File: src/hdl/hsrd_pkg.sv
// Shared types, constants and the coil lookup for the half-step ramp driver.
package hsrd_pkg;

  localparam int TABLE_DEPTH   = 8;
  localparam int IDX_W         = $clog2(TABLE_DEPTH);
  localparam int COIL_W        = 4;
  localparam int SPEED_W       = 8;
  localparam int TIME_W        = 16;
  localparam int TICK_W        = 8;
  localparam int OP_W          = 2;
  localparam int CFG_IDX_W     = 3;
  localparam int CFG_DATA_W    = 16;
  localparam int DIV_STEPS     = TIME_W;
  localparam int DIV_CNT_W     = $clog2(DIV_STEPS);
  localparam int ON_TIME_SCALE = 100;
  localparam int SCALE_W       = 7;
  localparam int PROD_W        = TIME_W + SCALE_W;

  localparam logic [TICK_W-1:0]  ACCEL_PERIOD_RST  = 8'd10;
  localparam logic [SPEED_W-1:0] MAX_SPEED_RST     = 8'd200;
  localparam logic [SPEED_W-1:0] INIT_SPEED_RST    = 8'd1;
  localparam logic [TIME_W-1:0]  RAMP_NUM_RST      = 16'd60000;
  localparam logic [TIME_W-1:0]  INIT_ON_TIME_RST  = 16'd1000;
  localparam logic [SPEED_W-1:0] SPEED_MAX         = 8'hFF;
  localparam logic [TICK_W-1:0]  TICK_MAX          = 8'hFF;

  typedef enum logic [OP_W-1:0] {
    OP_TICK       = 2'd0,
    OP_STEP       = 2'd1,
    OP_RAMP_RESET = 2'd2
  } op_e;

  typedef enum logic [CFG_IDX_W-1:0] {
    CFG_ACCEL_PERIOD  = 3'd0,
    CFG_MAX_SPEED     = 3'd1,
    CFG_INIT_SPEED    = 3'd2,
    CFG_RAMP_NUM      = 3'd3,
    CFG_INIT_ON_TIME  = 3'd4
  } cfg_idx_e;

  typedef enum logic [1:0] {
    ST_IDLE,
    ST_DIVIDE,
    ST_WRITE
  } state_e;

  typedef struct packed {
    logic accept;
    logic div_iter;
    logic on_time_wr;
  } cmd_t;

  typedef struct packed {
    logic needs_div;
    logic out_free;
  } status_t;

  function automatic logic [COIL_W-1:0] coil_lookup(input logic [IDX_W-1:0] idx);
    logic [COIL_W-1:0] pat;
    case (idx)
      3'd0:    pat = 4'h1;
      3'd1:    pat = 4'h3;
      3'd2:    pat = 4'h2;
      3'd3:    pat = 4'h6;
      3'd4:    pat = 4'h4;
      3'd5:    pat = 4'hC;
      3'd6:    pat = 4'h8;
      3'd7:    pat = 4'h9;
      default: pat = 4'h1;
    endcase
    return pat;
  endfunction

endpackage

File: src/hdl/hsrd_in_if.sv
// Input channel: command word carrying opcode and direction.
interface hsrd_in_if;
  logic                        valid;
  logic                        ready;
  logic [hsrd_pkg::OP_W-1:0]   opcode;
  logic                        direction;

  modport source (output valid, output opcode, output direction, input ready);
  modport sink   (input valid, input opcode, input direction, output ready);
endinterface

File: src/hdl/hsrd_out_if.sv
// Output channel: coil pattern, on-time and speed word.
interface hsrd_out_if;
  logic                           valid;
  logic                           ready;
  logic [hsrd_pkg::COIL_W-1:0]    coil_pattern;
  logic [hsrd_pkg::TIME_W-1:0]    on_time;
  logic [hsrd_pkg::SPEED_W-1:0]   speed;

  modport source (output valid, output coil_pattern, output on_time, output speed,
                  input ready);
  modport sink   (input valid, input coil_pattern, input on_time, input speed,
                  output ready);
endinterface

File: src/hdl/stepper_half_step_ramp_driver.sv
// Top level of the half-step stepper sequencer with acceleration ramp.
//
// Each input word is a tick, a step or a ramp reset, and each gives exactly one
// output word, held in an output register until taken. Ticks, ramp resets and
// steps that do not raise the speed stay in ST_IDLE, so one such word can be
// accepted every cycle while the output side keeps up. A step that raises the
// speed while it is still below max_speed also starts the on-time update
// ((ramp_numerator / new speed) * 100, kept to 16 bits): its own output word
// is ready right away (it shows the on-time before the update), but the input
// is held off while the restoring divider runs (one quotient bit per cycle) in
// ST_DIVIDE and while the quotient is scaled by 100 in ST_WRITE. Config
// registers are to be written through cfg_we_i / cfg_idx_i / cfg_data_i only
// while the block is idle; the block does not enforce this. Writes to unknown
// indexes are dropped.
module stepper_half_step_ramp_driver (
  input  logic                              clk_i,
  input  logic                              rst_ni,
  hsrd_in_if.sink                           in_s,
  hsrd_out_if.source                        out_m,
  input  logic                              cfg_we_i,
  input  logic [hsrd_pkg::CFG_IDX_W-1:0]    cfg_idx_i,
  input  logic [hsrd_pkg::CFG_DATA_W-1:0]   cfg_data_i
);

  hsrd_pkg::cmd_t    cmd;
  hsrd_pkg::status_t status;

  // sequence acceptance and the divide
  hsrd_ctrl u_ctrl (
    .clk_i      (clk_i),
    .rst_ni     (rst_ni),
    .in_valid_i (in_s.valid),
    .in_ready_o (in_s.ready),
    .status_i   (status),
    .cmd_o      (cmd)
  );

  // hold state, config and the output register
  hsrd_datapath u_dp (
    .clk_i          (clk_i),
    .rst_ni         (rst_ni),
    .cfg_we_i       (cfg_we_i),
    .cfg_idx_i      (cfg_idx_i),
    .cfg_data_i     (cfg_data_i),
    .opcode_i       (in_s.opcode),
    .direction_i    (in_s.direction),
    .cmd_i          (cmd),
    .status_o       (status),
    .out_valid_o    (out_m.valid),
    .out_ready_i    (out_m.ready),
    .coil_pattern_o (out_m.coil_pattern),
    .on_time_o      (out_m.on_time),
    .speed_o        (out_m.speed)
  );

endmodule

File: src/hdl/hsrd_ctrl.sv
// Controller state machine: accepts words and sequences the serial divide.
module hsrd_ctrl (
  input  logic              clk_i,
  input  logic              rst_ni,
  input  logic              in_valid_i,
  output logic              in_ready_o,
  input  hsrd_pkg::status_t status_i,
  output hsrd_pkg::cmd_t    cmd_o
);

  hsrd_pkg::state_e               state_q, state_d;
  logic [hsrd_pkg::DIV_CNT_W-1:0] cnt_q, cnt_d;
  logic                           accept;
  logic                           last_iter;

  assign last_iter = (cnt_q == hsrd_pkg::DIV_CNT_W'(hsrd_pkg::DIV_STEPS - 1));
  assign accept    = in_valid_i && in_ready_o;

  always_comb begin
    state_d = state_q;
    case (state_q)
      hsrd_pkg::ST_IDLE: begin
        if (accept && status_i.needs_div) state_d = hsrd_pkg::ST_DIVIDE;
      end
      hsrd_pkg::ST_DIVIDE: begin
        if (last_iter) state_d = hsrd_pkg::ST_WRITE;
      end
      hsrd_pkg::ST_WRITE: begin
        state_d = hsrd_pkg::ST_IDLE;
      end
      default: state_d = hsrd_pkg::ST_IDLE;
    endcase
  end

  always_comb begin
    in_ready_o        = 1'b0;
    cmd_o.accept      = 1'b0;
    cmd_o.div_iter    = 1'b0;
    cmd_o.on_time_wr  = 1'b0;
    case (state_q)
      hsrd_pkg::ST_IDLE: begin
        in_ready_o   = status_i.out_free;
        cmd_o.accept = in_valid_i && status_i.out_free;
      end
      hsrd_pkg::ST_DIVIDE: begin
        cmd_o.div_iter = 1'b1;
      end
      hsrd_pkg::ST_WRITE: begin
        cmd_o.on_time_wr = 1'b1;
      end
      default: ;
    endcase
  end

  assign cnt_d = (state_q == hsrd_pkg::ST_DIVIDE) ? cnt_q + 1'b1 : '0;

  always_ff @(posedge clk_i or negedge rst_ni) begin
    if (!rst_ni) begin
      state_q <= hsrd_pkg::ST_IDLE;
      cnt_q   <= '0;
    end else begin
      state_q <= state_d;
      cnt_q   <= cnt_d;
    end
  end

endmodule

File: src/hdl/hsrd_datapath.sv
// Datapath: config registers, motor state, serial divider and result register.
module hsrd_datapath (
  input  logic                              clk_i,
  input  logic                              rst_ni,
  input  logic                              cfg_we_i,
  input  logic [hsrd_pkg::CFG_IDX_W-1:0]    cfg_idx_i,
  input  logic [hsrd_pkg::CFG_DATA_W-1:0]   cfg_data_i,
  input  logic [hsrd_pkg::OP_W-1:0]         opcode_i,
  input  logic                              direction_i,
  input  hsrd_pkg::cmd_t                    cmd_i,
  output hsrd_pkg::status_t                 status_o,
  output logic                              out_valid_o,
  input  logic                              out_ready_i,
  output logic [hsrd_pkg::COIL_W-1:0]       coil_pattern_o,
  output logic [hsrd_pkg::TIME_W-1:0]       on_time_o,
  output logic [hsrd_pkg::SPEED_W-1:0]      speed_o
);

  // configuration
  logic [hsrd_pkg::TICK_W-1:0]  accel_period_q;
  logic [hsrd_pkg::SPEED_W-1:0] max_speed_q, init_speed_q;
  logic [hsrd_pkg::TIME_W-1:0]  ramp_num_q, init_on_time_q;

  // motor state
  logic [hsrd_pkg::IDX_W-1:0]   idx_q, idx_d;
  logic [hsrd_pkg::SPEED_W-1:0] speed_q, speed_d;
  logic [hsrd_pkg::TIME_W-1:0]  pending_q, pending_d;
  logic [hsrd_pkg::TICK_W-1:0]  ticks_q, ticks_d;

  // divider
  logic [hsrd_pkg::TIME_W-1:0]  quo_q, quo_d;
  logic [hsrd_pkg::SPEED_W-1:0] rem_q, rem_d;
  logic [hsrd_pkg::SPEED_W-1:0] dvsr_q, dvsr_d;
  logic [hsrd_pkg::SPEED_W:0]   rem_sh, rem_sub;
  logic                         rem_ge;
  logic [hsrd_pkg::PROD_W-1:0]  prod;

  // result register
  logic                         out_valid_q, out_valid_d;
  logic [hsrd_pkg::COIL_W-1:0]  coil_q, coil_d;
  logic [hsrd_pkg::TIME_W-1:0]  out_time_q, out_time_d;
  logic [hsrd_pkg::SPEED_W-1:0] out_speed_q, out_speed_d;

  logic [hsrd_pkg::SPEED_W-1:0] speed_inc;
  logic [hsrd_pkg::IDX_W-1:0]   idx_step;
  logic                         ramp;

  assign speed_inc = (speed_q == hsrd_pkg::SPEED_MAX) ? speed_q : speed_q + 1'b1;
  assign idx_step  = direction_i ? idx_q - 1'b1 : idx_q + 1'b1;
  assign ramp      = ticks_q > accel_period_q;

  assign status_o.needs_div = (hsrd_pkg::op_e'(opcode_i) == hsrd_pkg::OP_STEP) && ramp &&
                              (speed_q < max_speed_q);
  assign status_o.out_free  = !out_valid_q || out_ready_i;

  // one restoring-division digit per cycle
  assign rem_sh  = {rem_q, quo_q[hsrd_pkg::TIME_W-1]};
  assign rem_ge  = rem_sh >= {1'b0, dvsr_q};
  assign rem_sub = rem_sh - {1'b0, dvsr_q};
  assign prod    = quo_q * hsrd_pkg::SCALE_W'(hsrd_pkg::ON_TIME_SCALE);

  always_comb begin
    idx_d       = idx_q;
    speed_d     = speed_q;
    pending_d   = pending_q;
    ticks_d     = ticks_q;
    quo_d       = quo_q;
    rem_d       = rem_q;
    dvsr_d      = dvsr_q;
    coil_d      = coil_q;
    out_time_d  = out_time_q;
    out_speed_d = out_speed_q;
    out_valid_d = out_valid_q && !out_ready_i;

    if (cmd_i.accept) begin
      out_valid_d = 1'b1;
      coil_d      = '0;
      out_time_d  = pending_q;
      out_speed_d = speed_q;
      case (hsrd_pkg::op_e'(opcode_i))
        hsrd_pkg::OP_TICK: begin
          if (ticks_q != hsrd_pkg::TICK_MAX) ticks_d = ticks_q + 1'b1;
        end
        hsrd_pkg::OP_STEP: begin
          idx_d  = idx_step;
          coil_d = hsrd_pkg::coil_lookup(idx_step);
          if (ramp) begin
            speed_d     = speed_inc;
            out_speed_d = speed_inc;
            ticks_d     = '0;
            // load the divider; the on-time update follows only if the speed was below max_speed
            quo_d       = ramp_num_q;
            rem_d       = '0;
            dvsr_d      = speed_inc;
          end
        end
        hsrd_pkg::OP_RAMP_RESET: begin
          idx_d       = {idx_q[hsrd_pkg::IDX_W-1:1], 1'b0};
          speed_d     = init_speed_q;
          pending_d   = init_on_time_q;
          out_time_d  = init_on_time_q;
          out_speed_d = init_speed_q;
        end
        default: ;
      endcase
    end

    if (cmd_i.div_iter) begin
      rem_d = rem_ge ? rem_sub[hsrd_pkg::SPEED_W-1:0] : rem_sh[hsrd_pkg::SPEED_W-1:0];
      quo_d = {quo_q[hsrd_pkg::TIME_W-2:0], rem_ge};
    end

    if (cmd_i.on_time_wr) begin
      pending_d = prod[hsrd_pkg::TIME_W-1:0];
    end
  end

  always_ff @(posedge clk_i or negedge rst_ni) begin
    if (!rst_ni) begin
      accel_period_q <= hsrd_pkg::ACCEL_PERIOD_RST;
      max_speed_q    <= hsrd_pkg::MAX_SPEED_RST;
      init_speed_q   <= hsrd_pkg::INIT_SPEED_RST;
      ramp_num_q     <= hsrd_pkg::RAMP_NUM_RST;
      init_on_time_q <= hsrd_pkg::INIT_ON_TIME_RST;
    end else if (cfg_we_i) begin
      case (hsrd_pkg::cfg_idx_e'(cfg_idx_i))
        hsrd_pkg::CFG_ACCEL_PERIOD: accel_period_q <= cfg_data_i[hsrd_pkg::TICK_W-1:0];
        hsrd_pkg::CFG_MAX_SPEED:    max_speed_q    <= cfg_data_i[hsrd_pkg::SPEED_W-1:0];
        hsrd_pkg::CFG_INIT_SPEED:   init_speed_q   <= cfg_data_i[hsrd_pkg::SPEED_W-1:0];
        hsrd_pkg::CFG_RAMP_NUM:     ramp_num_q     <= cfg_data_i[hsrd_pkg::TIME_W-1:0];
        hsrd_pkg::CFG_INIT_ON_TIME: init_on_time_q <= cfg_data_i[hsrd_pkg::TIME_W-1:0];
        default: ;
      endcase
    end
  end

  always_ff @(posedge clk_i or negedge rst_ni) begin
    if (!rst_ni) begin
      idx_q       <= '0;
      speed_q     <= hsrd_pkg::INIT_SPEED_RST;
      pending_q   <= hsrd_pkg::INIT_ON_TIME_RST;
      ticks_q     <= '0;
      out_valid_q <= 1'b0;
    end else begin
      idx_q       <= idx_d;
      speed_q     <= speed_d;
      pending_q   <= pending_d;
      ticks_q     <= ticks_d;
      out_valid_q <= out_valid_d;
    end
  end

  always_ff @(posedge clk_i) begin
    quo_q       <= quo_d;
    rem_q       <= rem_d;
    dvsr_q      <= dvsr_d;
    coil_q      <= coil_d;
    out_time_q  <= out_time_d;
    out_speed_q <= out_speed_d;
  end

  assign out_valid_o    = out_valid_q;
  assign coil_pattern_o = coil_q;
  assign on_time_o      = out_time_q;
  assign speed_o        = out_speed_q;

endmodule

File: src/flat_wrapper.sv
// flat-port wrapper written by rule: the top's interface ports become plain ports
module stepper_half_step_ramp_driver_flat 
  (clk_i, rst_ni, cfg_we_i, cfg_idx_i, cfg_data_i, in_s_valid, in_s_opcode, in_s_direction, in_s_ready, out_m_valid, out_m_coil_pattern, out_m_on_time, out_m_speed, out_m_ready);
  hsrd_in_if in_s_i ();
  hsrd_out_if out_m_i ();
  input  logic clk_i;
  input  logic rst_ni;
  input  logic cfg_we_i;
  input  logic [hsrd_pkg::CFG_IDX_W-1:0] cfg_idx_i;
  input  logic [hsrd_pkg::CFG_DATA_W-1:0] cfg_data_i;
  input wire logic [$bits(in_s_i.valid)-1:0] in_s_valid;
  input wire logic [$bits(in_s_i.opcode)-1:0] in_s_opcode;
  input wire logic [$bits(in_s_i.direction)-1:0] in_s_direction;
  output wire logic [$bits(in_s_i.ready)-1:0] in_s_ready;
  output wire logic [$bits(out_m_i.valid)-1:0] out_m_valid;
  output wire logic [$bits(out_m_i.coil_pattern)-1:0] out_m_coil_pattern;
  output wire logic [$bits(out_m_i.on_time)-1:0] out_m_on_time;
  output wire logic [$bits(out_m_i.speed)-1:0] out_m_speed;
  input wire logic [$bits(out_m_i.ready)-1:0] out_m_ready;
  assign in_s_i.valid = in_s_valid;
  assign in_s_i.opcode = in_s_opcode;
  assign in_s_i.direction = in_s_direction;
  assign in_s_ready = in_s_i.ready;
  assign out_m_valid = out_m_i.valid;
  assign out_m_coil_pattern = out_m_i.coil_pattern;
  assign out_m_on_time = out_m_i.on_time;
  assign out_m_speed = out_m_i.speed;
  assign out_m_i.ready = out_m_ready;
  stepper_half_step_ramp_driver u_core (.clk_i(clk_i), .rst_ni(rst_ni), .in_s(in_s_i), .out_m(out_m_i), .cfg_we_i(cfg_we_i), .cfg_idx_i(cfg_idx_i), .cfg_data_i(cfg_data_i));
endmodule
File: config.mk
export PLATFORM = sky130hd
export DESIGN_NAME = stepper_half_step_ramp_driver_flat
export DESIGN_NICKNAME = d
export VERILOG_FILES = /design/src/hdl/hsrd_pkg.sv /design/src/hdl/hsrd_in_if.sv /design/src/hdl/hsrd_out_if.sv /design/src/hdl/stepper_half_step_ramp_driver.sv /design/src/hdl/hsrd_ctrl.sv /design/src/hdl/hsrd_datapath.sv /design/src/flat_wrapper.sv
export SDC_FILE = /design/constraint.sdc
export NUM_CORES = 1
export LEC_CHECK = 0
export BUFFER_PORTS_ARGS = -buffer_cell sky130_fd_sc_hd__buf_2
export CAP_MARGIN = 20
export CORE_MARGIN = 2
export CORE_UTILIZATION = 55
export CTS_CLUSTER_DIAMETER = 200
export DETAILED_ROUTE_END_ITERATION = 16
export GPL_TIMING_DRIVEN = 0
export PLACE_DENSITY_LB_ADDON = 0.08
export SETUP_SLACK_MARGIN = 0.3
export SYNTH_ARGS = -nofsm -noshare
export SYNTH_HDL_FRONTEND = slang
export SYNTH_HIERARCHICAL = 1
export SYNTH_SLANG_ARGS = --single-unit
File: constraint.sdc
create_clock -name clk_i -period 4.1 [get_ports clk_i]
set_input_delay 0.615 -clock clk_i [delete_from_list [all_inputs] [get_ports clk_i]]
set_output_delay 0.615 -clock clk_i [all_outputs]
set_load 0.1 [all_outputs]
==> results.json, run 1 <==
{
  "report.final.slew_viol_count": 0,
  "cts_tree": "yes",
  "slew_headroom": 0.327,
  "worst_slew_pin_slew_ns": 0.984,
  "cap_violations": 0,
  "synth_flop_cell": "dfrtp_1",
  "placed_area_sq_mm": 0.00924,
  "crit_type": "reg2reg",
  "r2r_slack_ns": 0.70,
  "ctsHoldBuffers": 0,
  "antenna_cells": 0,
  "critical_path.max_stage_delay_ns": 0.66,
  "nets": 941,
  "grt.total_usage": 0.248,
  "drt_iter0_drc": 300,
  "synth_xor_area_frac": 0.0152,
  "status": "finished, final reports clean",
  "p_leak_uw": 0.00423,
  "grt_max_degree": 54,
  "synth_enable_flop_cells": 60,
  "ys_seq_area_frac": 0.497,
  "grt_pass1_wl_mm": 31.5,
  "syn_inst": 765,
  "syn_area_sq_mm": 0.00863,
  "crit_family": "simple AND/OR/NAND/NOR gates",
  "vias": 6038,
  "cts_num_sinks": 158,
  "finalCriticalPeriod_ns": 3.40,
  "rows": 45,
  "die_area_sq_mm": 0.0167,
  "synth_seq_cells": 158,
  "gp_congestion": 0.892,
  "grt_pass1_vias": 6045,
  "max_freq_ghz": 0.294,
  "vias_per_cell": 5.66,
  "port_buffers": 56,
  "ant_nets": 0,
  "critical-path-slowest-cell": "nor2_1",
  "start_util": 0.565,
  "die_x_um": 129,
  "skew_ns": 0.00914,
  "ctsResizeCount": 0,
  "wl_mm": 19.5,
  "cp-end-kind": "register",
  "synthMuxAreaShare": 0.123,
  "synth_top_family_by_area": "multiplexers",
  "hold_viol_final": 0,
  "dp_hpwl_mm": 13.9,
  "fp.dieH_um": 129,
  "path_buf_inv": 3,
  "final-setup-viol-count": 0,
  "synth_cell_types": 60,
  "postSynth.asyncResetShare": 0.620,
  "nFillCells": 1235,
  "drtPass1Iterations": 5,
  "dp_slack_ns": 0.365,
  "design_area_sq_mm": 0.00980,
  "place_inst": 1035,
  "power.density_mw_per_mm2": 852,
  "avgSynthCellArea_sq_um": 11.3,
  "fin_crit_sh": 0.829,
  "synth_compound_area_frac": 0.0982,
  "fin_ws_ns": 0.699,
  "whs_ns": 0.248,
  "synthSimpleGateAreaFrac": 0.112,
  "postCtsSetupBuffers": 0,
  "rsz0062_at_grt": "false",
  "avgRoutedWirePerCell_um": 18.3,
  "start_kind": "register",
  "drive_gt1_frac": 0.244,
  "worstPathRequired_ns": 4.15,
  "worstSkewPairLatency_ns": 0.42,
  "cts_made_buffers": 17,
  "drc": 0,
  "grt_overflow": 0,
  "yosys_warnings": 6,
  "cts-root-buf": "clkbuf_16",
  "cts_buffer_depth": 2,
  "antenna_found_initial": 0,
  "hp-class": "in2async",
  "arrival_ns": 3.45,
  "path_clk_slew_ns": 0.07,
  "stdcell_count": 1067,
  "synthToLayoutAreaGrowth_pct": 13.6,
  "final_common_cell": "mux2_2",
  "fp.coreArea_sq_mm": 0.0153,
  "worstPathCellList": "and4bb_2 > buf_12 > inv_1 > clkbuf_1 > nor2_1 > or2_2",
  "syn_nets": 863,
  "synthAdderAreaFrac": 0.112,
  "ios": 57,
  "ir_worst_vdd_mv": 0.513,
  "path_max_fanout": 27,
  "htreeDepth": 4,
  "most-common-layout-cells": "mux2_2, dfrtp_1, inv_1"
}
worst paths after layout:
kind / cells past startpoint / to / startpoint
worst max-delay path: 6 / u_core/u_dp/rem_q[0] / u_core/u_ctrl/state_q[0]
worst min-delay path: 1 / u_core/u_dp/ticks_q[2] / rst_ni
worst max register to register: 6 / u_core/u_dp/rem_q[0] / u_core/u_ctrl/state_q[0]
worst min register to register: 1 / u_core/u_ctrl/cnt_q[0] / u_core/u_ctrl/cnt_q[0]
max in group asynchronous: 2 / u_core/u_dp/ramp_num_q[14] / rst_ni
min in group clk_i: 2 / u_core/u_dp/ramp_num_q[11] / cfg_data_i[11]
cell families after synthesis:
| family | count (synthesis) |
|---|---|
| and+or+nand+nor | 197 |
| DFF | 158 |
| AOI/OAI and AO/OA | 130 |
| buffers and inverters | 98 |
| muxes | 96 |
| adders and majority gates | 71 |
| xor gates and xnor gates | 15 |
Yosys cell counts, drive strengths merged, types with 6 or more instances:
master | count | area (sq um)
buf | 6 | 30.0
xnor2 | 11 | 96.3
dfstp | 26 | 683
edfxtp | 60 | 1800
nor3 | 11 | 55.1
and2 | 6 | 37.5
o21ai | 55 | 275
nor2 | 56 | 210
fa | 10 | 200
mux2i | 18 | 180
nand2 | 51 | 191
a211oi | 6 | 45.0
a21oi | 21 | 105
a22o | 7 | 61.3
dfrtp | 72 | 1800
a21o | 6 | 45.0
nor2b | 12 | 82.6
clkbuf | 21 | 78.8
ha | 61 | 763
or3 | 11 | 68.8
nand2b | 7 | 43.8
nand3 | 16 | 80.1
mux2 | 78 | 878
inv | 71 | 267
per-layer routing:
metal	GRT usage	routed length [um]
met5	0	0
met4	0.0614	251
met3	0.0442	837
met2	0.406	9270
met1	0.346	9150
flip-flops by register name, indices dropped and copies added (netlist names), 8 cells and up:
| signal | flops |
|---|---|
| u_core/u_dp/dvsr_q | 8 |
| u_core/u_dp/quo_q | 16 |
| u_core/u_dp/init_speed_q | 8 |
| u_core/u_dp/on_time_o | 16 |
| u_core/u_dp/pending_q | 16 |
| u_core/u_dp/max_speed_q | 8 |
| u_core/u_dp/init_on_time_q | 16 |
| u_core/u_dp/rem_q | 8 |
| u_core/u_dp/speed_q | 8 |
| u_core/u_dp/speed_o | 8 |
| u_core/u_dp/ticks_q | 8 |
| u_core/u_dp/accel_period_q | 8 |
| u_core/u_dp/ramp_num_q | 16 |
stage by stage:
stage               total power, uW   util  TNS [ns]
floorplan                      5840      -         0
global placement               6620  0.601    -11.37
detailed placement             6780  0.605         0
CTS                            8370  0.642         0
global route                   8980  0.642         0
finish                         8350  0.642         0
where the power goes:
group          switching (uW)  leakage [uW]  internal [uW]  total [uW]
clock                     662      0.000282            840        1500
sequential                304       0.00172           2270        2580
combinational            2620       0.00223           1660        4280
cell type report:
cell class                 instances  area (sq um)  area share
buffer                            27           109      0.0111
clock buffer                      20           467      0.0476
clock inverter                    12           101      0.0103
inverter                          71           267      0.0272
multi-input combinational        509          3970       0.405
sequential                       158          4290       0.437
tap                              211           264      0.0269
timing repair buffer              59           338      0.0345
No activity file was read; power rests on OpenSTA's default activity.
==> run 2: changes to the inputs <==
==> constraint.sdc (replaced) <==
create_clock -name clk_i -period 2.8 [get_ports clk_i]
set_input_delay 0.42 -clock clk_i [delete_from_list [all_inputs] [get_ports clk_i]]
set_output_delay 0.42 -clock clk_i [all_outputs]
set_load 0.1 [all_outputs]
==> results.json, run 2 (same netlist as run 1, synthesis figures left out) <==
{
  "status": "finished with violations",
  "violations": "setup timing",
  "antenna_cells": 0,
  "start_util": 0.565,
  "skew_ns": 0.00617,
  "worstPathRequired_ns": 3.11,
  "cts_tree": "yes",
  "cts_buffer_depth": 2,
  "power_switching_uw": 6080,
  "grt_pass1_wl_mm": 33.8,
  "htreeDepth": 4,
  "placed_area_sq_mm": 0.00926,
  "rsz0062_at_grt": "true",
  "arrival_ns": 3.36,
  "ant_nets": 0,
  "finalCriticalPeriod_ns": 3.06,
  "wl_mm": 21.5,
  "grt.total_usage": 0.268,
  "whs_ns": 0.241,
  "vias_per_cell": 5.75,
  "avgRoutedWirePerCell_um": 19.3,
  "drc": 0,
  "port_buffers": 56,
  "ios": 57,
  "grt_overflow": 0,
  "rows": 45,
  "fin_crit_sh": 1.09,
  "whs_path_depth": 2,
  "internal-power_uw": 8310,
  "die_x_um": 129,
  "cap_violations": 0,
  "hp-class": "in2reg",
  "final.setup.tns_ns": -0.570,
  "report.final.slew_viol_count": 0,
  "worstSkewPairLatency_ns": 0.42,
  "hold_viol_final": 0,
  "drt_iter0_drc": 444,
  "drive_gt1_frac": 0.353,
  "fin_total_pwr_uw": 14400,
  "vias": 6401,
  "fp.coreArea_sq_mm": 0.0153,
  "cts_made_buffers": 17,
  "seqPwrFrac": 0.261,
  "nFillCells": 1129,
  "crit_type": "reg2reg",
  "reg2regPathDepth": 11,
  "p_leak_uw": 0.00454,
  "power.density_mw_per_mm2": 1350,
  "fp.dieH_um": 129,
  "final_common_cell": "mux2_2",
  "cp-end-kind": "register",
  "max_freq_ghz": 0.327,
  "path_clk_slew_ns": 0.06,
  "path_max_fanout": 3,
  "grt_pass1_vias": 6397,
  "worst_slew_pin_slew_ns": 0.830,
  "synthToLayoutAreaGrowth_pct": 23.5,
  "cts-root-buf": "clkbuf_16",
  "gp_congestion": 0.903,
  "die_area_sq_mm": 0.0167,
  "antenna_found_initial": 0,
  "slew_headroom": 0.447,
  "design_area_sq_mm": 0.0107,
  "nets": 988,
  "cts_num_sinks": 158,
  "fin_ws_ns": -0.258,
  "drtPass1Iterations": 5,
  "most-common-layout-cells": "mux2_2, dfrtp_1, inv_1",
  "grt_max_degree": 70,
  "start_kind": "register",
  "clkPwrFrac": 0.161,
  "swShare": 0.423,
  "combPwrFrac": 0.578,
  "dp_hpwl_mm": 13.8,
  "ir_worst_vdd_mv": 0.871,
  "final-setup-viol-count": 4
}
run 2: changes by cell type in the layout (fill, tap and decap cells not counted), moves of 5 or more:
cell	before	now
buf_4	4	32
ha_1	61	46
buf_6	0	14
ha_4	0	13
o21ai_0	49	40
a21oi_1	21	15
a21oi_2	0	5
o21ai_2	0	5
run 2: final timing paths:
check                                            endpoint                   start  slack [ns]
hold reg to reg                    u_core/u_ctrl/cnt_q[0]  u_core/u_ctrl/cnt_q[0]        0.46
max in group asynchronous     u_core/u_dp/init_speed_q[0]                  rst_ni        1.56
min in group asynchronous      u_core/u_dp/ramp_num_q[12]                  rst_ni        0.48
setup / recovery                u_core/u_dp/pending_q[12]    u_core/u_dp/quo_q[1]       -0.26
setup reg to reg                u_core/u_dp/pending_q[12]    u_core/u_dp/quo_q[1]       -0.26
hold / removal             u_core/u_dp/init_on_time_q[12]          cfg_data_i[12]        0.24
run 2: critical path: stages, from the launching register on:
cell and delay, ns:
edfxtp_1 0.47, buf_4 0.18, ha_1 0.18, ha_2 0.18, fa_1 0.55, ha_4 0.22
nor2b_4 0.13, o21ai_4 0.15, a21boi_2 0.10, o21a_1 0.19, or3_1 0.33, a31o_2 0.26
run 2: metal layers:
metal,up-vias,track usage,share of wire
li1,2964,-,-
met1,3241,0.378,0.47
met2,176,0.424,0.48
met3,20,0.0586,0.043
met4,0,0.0748,0.013
met5,-,0,0
run 2: what timing repair did:
action | CTS | global route
resized for setup | 51 | 46
gates cloned | 4 | 1
hold endpoints to repair | 17 | 0
hold buffers | 1 | 0
buffers inserted | 31 | 11
pin swaps | 25 | 26
setup endpoints to repair | 76 | 61
run 2: area by class of cell:
class | count | area, sq um | area share
Multi-Input combinational cell | 513 | 4430 | 0.416
Clock inverter | 13 | 136 | 0.0128
Buffer | 27 | 118 | 0.0110
Tap cell | 211 | 264 | 0.0248
Timing Repair Buffer | 102 | 697 | 0.0654
Clock buffer | 19 | 454 | 0.0426
Inverter | 71 | 267 | 0.0250
Sequential cell | 158 | 4290 | 0.403
run 2: metrics by stage:
stage | std cells | worst slack, ns | util
2_1_floorplan | 765 | -0.0987 | -
4_1_cts | 1102 | -0.233 | 0.679
3_3_place_gp | 1032 | -0.321 | 0.604
6_report | 1114 | -0.258 | 0.698
3_5_place_dp | 1034 | -0.356 | 0.607
5_1_grt | 1114 | -0.352 | 0.698
run 2: power groups by stage:
stage	combinational, uW	sequential (uW)	clock, uW
3_3_place_gp	6070	3760	0
2_1_floorplan	4230	4450	0
4_1_cts	7360	3750	2350
3_5_place_dp	6320	3790	0
5_1_grt	8960	3840	2440
6_report	8320	3760	2310
==> run 3: changes to the inputs <==
--- a/config.mk
+++ b/config.mk
@@ -6,7 +6,6 @@
 export NUM_CORES = 1
 export LEC_CHECK = 0
 export BUFFER_PORTS_ARGS = -buffer_cell sky130_fd_sc_hd__buf_2
-export CAP_MARGIN = 20
 export CORE_MARGIN = 2
 export CORE_UTILIZATION = 55
 export CTS_CLUSTER_DIAMETER = 200
@@ -14,6 +13,7 @@
 export GPL_TIMING_DRIVEN = 0
 export PLACE_DENSITY_LB_ADDON = 0.08
 export SETUP_SLACK_MARGIN = 0.3
+export SKIP_LAST_GASP = 1
 export SYNTH_ARGS = -nofsm -noshare
 export SYNTH_HDL_FRONTEND = slang
 export SYNTH_HIERARCHICAL = 1
==> results.json, run 3 (same netlist as run 1, synthesis figures left out) <==
{
  "min_to": "u_core/u_dp/ramp_num_q[12]",
  "gp_congestion": 0.903,
  "cp-end-kind": "register",
  "cts_num_sinks": 158,
  "vias_per_cell": 5.78,
  "max_freq_ghz": 0.326,
  "grt_max_degree": 70,
  "stdcell_count": 1116,
  "htreeDepth": 4,
  "antenna_found_initial": 0,
  "status": "finished with violations",
  "nFillCells": 1135,
  "grt_pass1_wl_mm": 33.2,
  "r2r_slack_ns": -0.27,
  "path_max_fanout": 3,
  "r2r-end": "u_core/u_dp/pending_q[12]",
  "fin_util": 0.701,
  "reg2regPathDepth": 10,
  "die_x_um": 129,
  "cap_violations": 0,
  "fp.coreArea_sq_mm": 0.0153,
  "fin_total_pwr_uw": 14400,
  "drive_gt1_frac": 0.357,
  "synthToLayoutAreaGrowth_pct": 23.9,
  "clkPwrFrac": 0.158,
  "antenna_cells": 0,
  "combPwrFrac": 0.581,
  "ant_nets": 0,
  "cts_tree": "yes",
  "final-setup-viol-count": 5,
  "worstPathRequired_ns": 3.10,
  "violations": "setup timing",
  "path_clk_slew_ns": 0.06,
  "power.density_mw_per_mm2": 1350,
  "drc": 0,
  "arrival_ns": 3.37,
  "wl_mm": 21.8,
  "seqPwrFrac": 0.262,
  "grt.total_usage": 0.264,
  "fp.dieH_um": 129,
  "report.final.slew_viol_count": 0,
  "grt_overflow": 0,
  "rsz0062_at_grt": "true",
  "most-common-layout-cells": "mux2_2, dfrtp_1, inv_1",
  "start_kind": "register",
  "grt_pass1_vias": 6211,
  "worst_slew_pin_slew_ns": 1.21,
  "drt_iter0_drc": 475,
  "whs_ns": 0.242,
  "nets": 990,
  "hold_viol_final": 0,
  "reg2reg_from": "u_core/u_dp/quo_q[2]",
  "finalCriticalPeriod_ns": 3.07,
  "fin_crit_sh": 1.10,
  "power_switching_uw": 6110,
  "dp_hpwl_mm": 13.7,
  "die_area_sq_mm": 0.0167,
  "port_buffers": 56,
  "whs_path_depth": 2,
  "p_leak_uw": 0.00454,
  "ir_worst_vdd_mv": 0.790,
  "ios": 57,
  "min_from": "cfg_data_i[12]",
  "internal-power_uw": 8330,
  "slew_headroom": 0.190,
  "start_util": 0.565,
  "place_inst": 1033,
  "worstSkewPairLatency_ns": 0.42,
  "rows": 45,
  "crit_type": "reg2reg",
  "vias": 6445,
  "fin_ws_ns": -0.269,
  "drtPass1Iterations": 7,
  "final.setup.tns_ns": -0.854,
  "cts-root-buf": "clkbuf_16",
  "avgRoutedWirePerCell_um": 19.6,
  "cts_buffer_depth": 2,
  "hp-class": "in2reg",
  "skew_ns": 0.00784,
  "final_common_cell": "mux2_2",
  "swShare": 0.423,
  "cts_made_buffers": 17
}
==> run 3: changes by cell type in the layout (fill, tap and decap cells not counted), moves of 2 or more <==
cell / change
o221ai_2: +2
nor2_2: +4
o221ai_1: -2
buf_6: -3
a21oi_2: -2
clkbuf_16: +2
clkinv_2: -3
clkbuf_8: +3
a21oi_1: +2
nor2_1: -3
bufinv_16: -2
buf_4: +5
o21ai_0: +2
==> run 3: worst max-delay path, cell delays in order, from the launching register on <==
cell      delay, ns
edfxtp_1       0.48
ha_4           0.33
ha_4           0.20
fa_1           0.57
ha_4           0.22
nor2b_4        0.13
o21ai_4        0.15
a21boi_2       0.11
o21a_1         0.20
or3_1          0.32
a31o_2         0.25
==> run 3: timing repair <==
item | CTS | global route
buffers inserted | 27 | 18
gates cloned | 3 | 2
hold buffers | 1 | 0
gates resized for setup | 44 | 50
setup endpoints to repair | 75 | 61
pin swaps | 22 | 30
hold endpoints to repair | 17 | 0
==> run 3: routing by layer <==
layer	GRT usage	part of all wire	up-vias
li1	-	-	2977
met1	0.379	0.46	3224
met2	0.411	0.46	210
met3	0.0541	0.054	34
met4	0.0710	0.020	0
met5	0	0	-
==> run 3: worst max path at each step <==
stage,from,endpoint,cells past startpoint
global placement,u_core/u_dp/quo_q[2],u_core/u_dp/pending_q[14],10
floorplan,u_core/u_dp/quo_q[2],u_core/u_dp/pending_q[12],10
CTS,u_core/u_dp/quo_q[3],u_core/u_dp/pending_q[12],10
detailed placement,u_core/u_dp/quo_q[4],u_core/u_dp/pending_q[13],12
global route,u_core/u_dp/quo_q[2],u_core/u_dp/pending_q[12],10
finish,u_core/u_dp/quo_q[2],u_core/u_dp/pending_q[12],10
==> run 3: power groups by stage <==
stage,clock network [uW],logic (uW),registers (uW)
final,2280,8390,3780
after detailed placement,0,6290,3790
after floorplan,0,4230,4450
after global placement,0,6070,3760
after global routing,2410,9020,3850
after CTS,2310,7330,3760
==> run 3: final cells by class <==
cell class	instances	area [sq um]	share of cell area
Multi-Input combinational cell	513	4460	0.417
Clock buffer	25	549	0.0514
Timing Repair Buffer	104	701	0.0655
Clock inverter	7	47.5	0.00445
Tap cell	211	264	0.0247
Sequential cell	158	4290	0.401
Inverter	71	267	0.0249
Buffer	27	118	0.0110
==> run 3: per-stage QoR <==
step | worst slack [ns] | area [sq um]
floorplan | -0.0987 | 8670
global placement | -0.321 | 9220
finish | -0.269 | 10700
detailed placement | -0.336 | 9250
CTS | -0.219 | 10300
global route | -0.312 | 10700
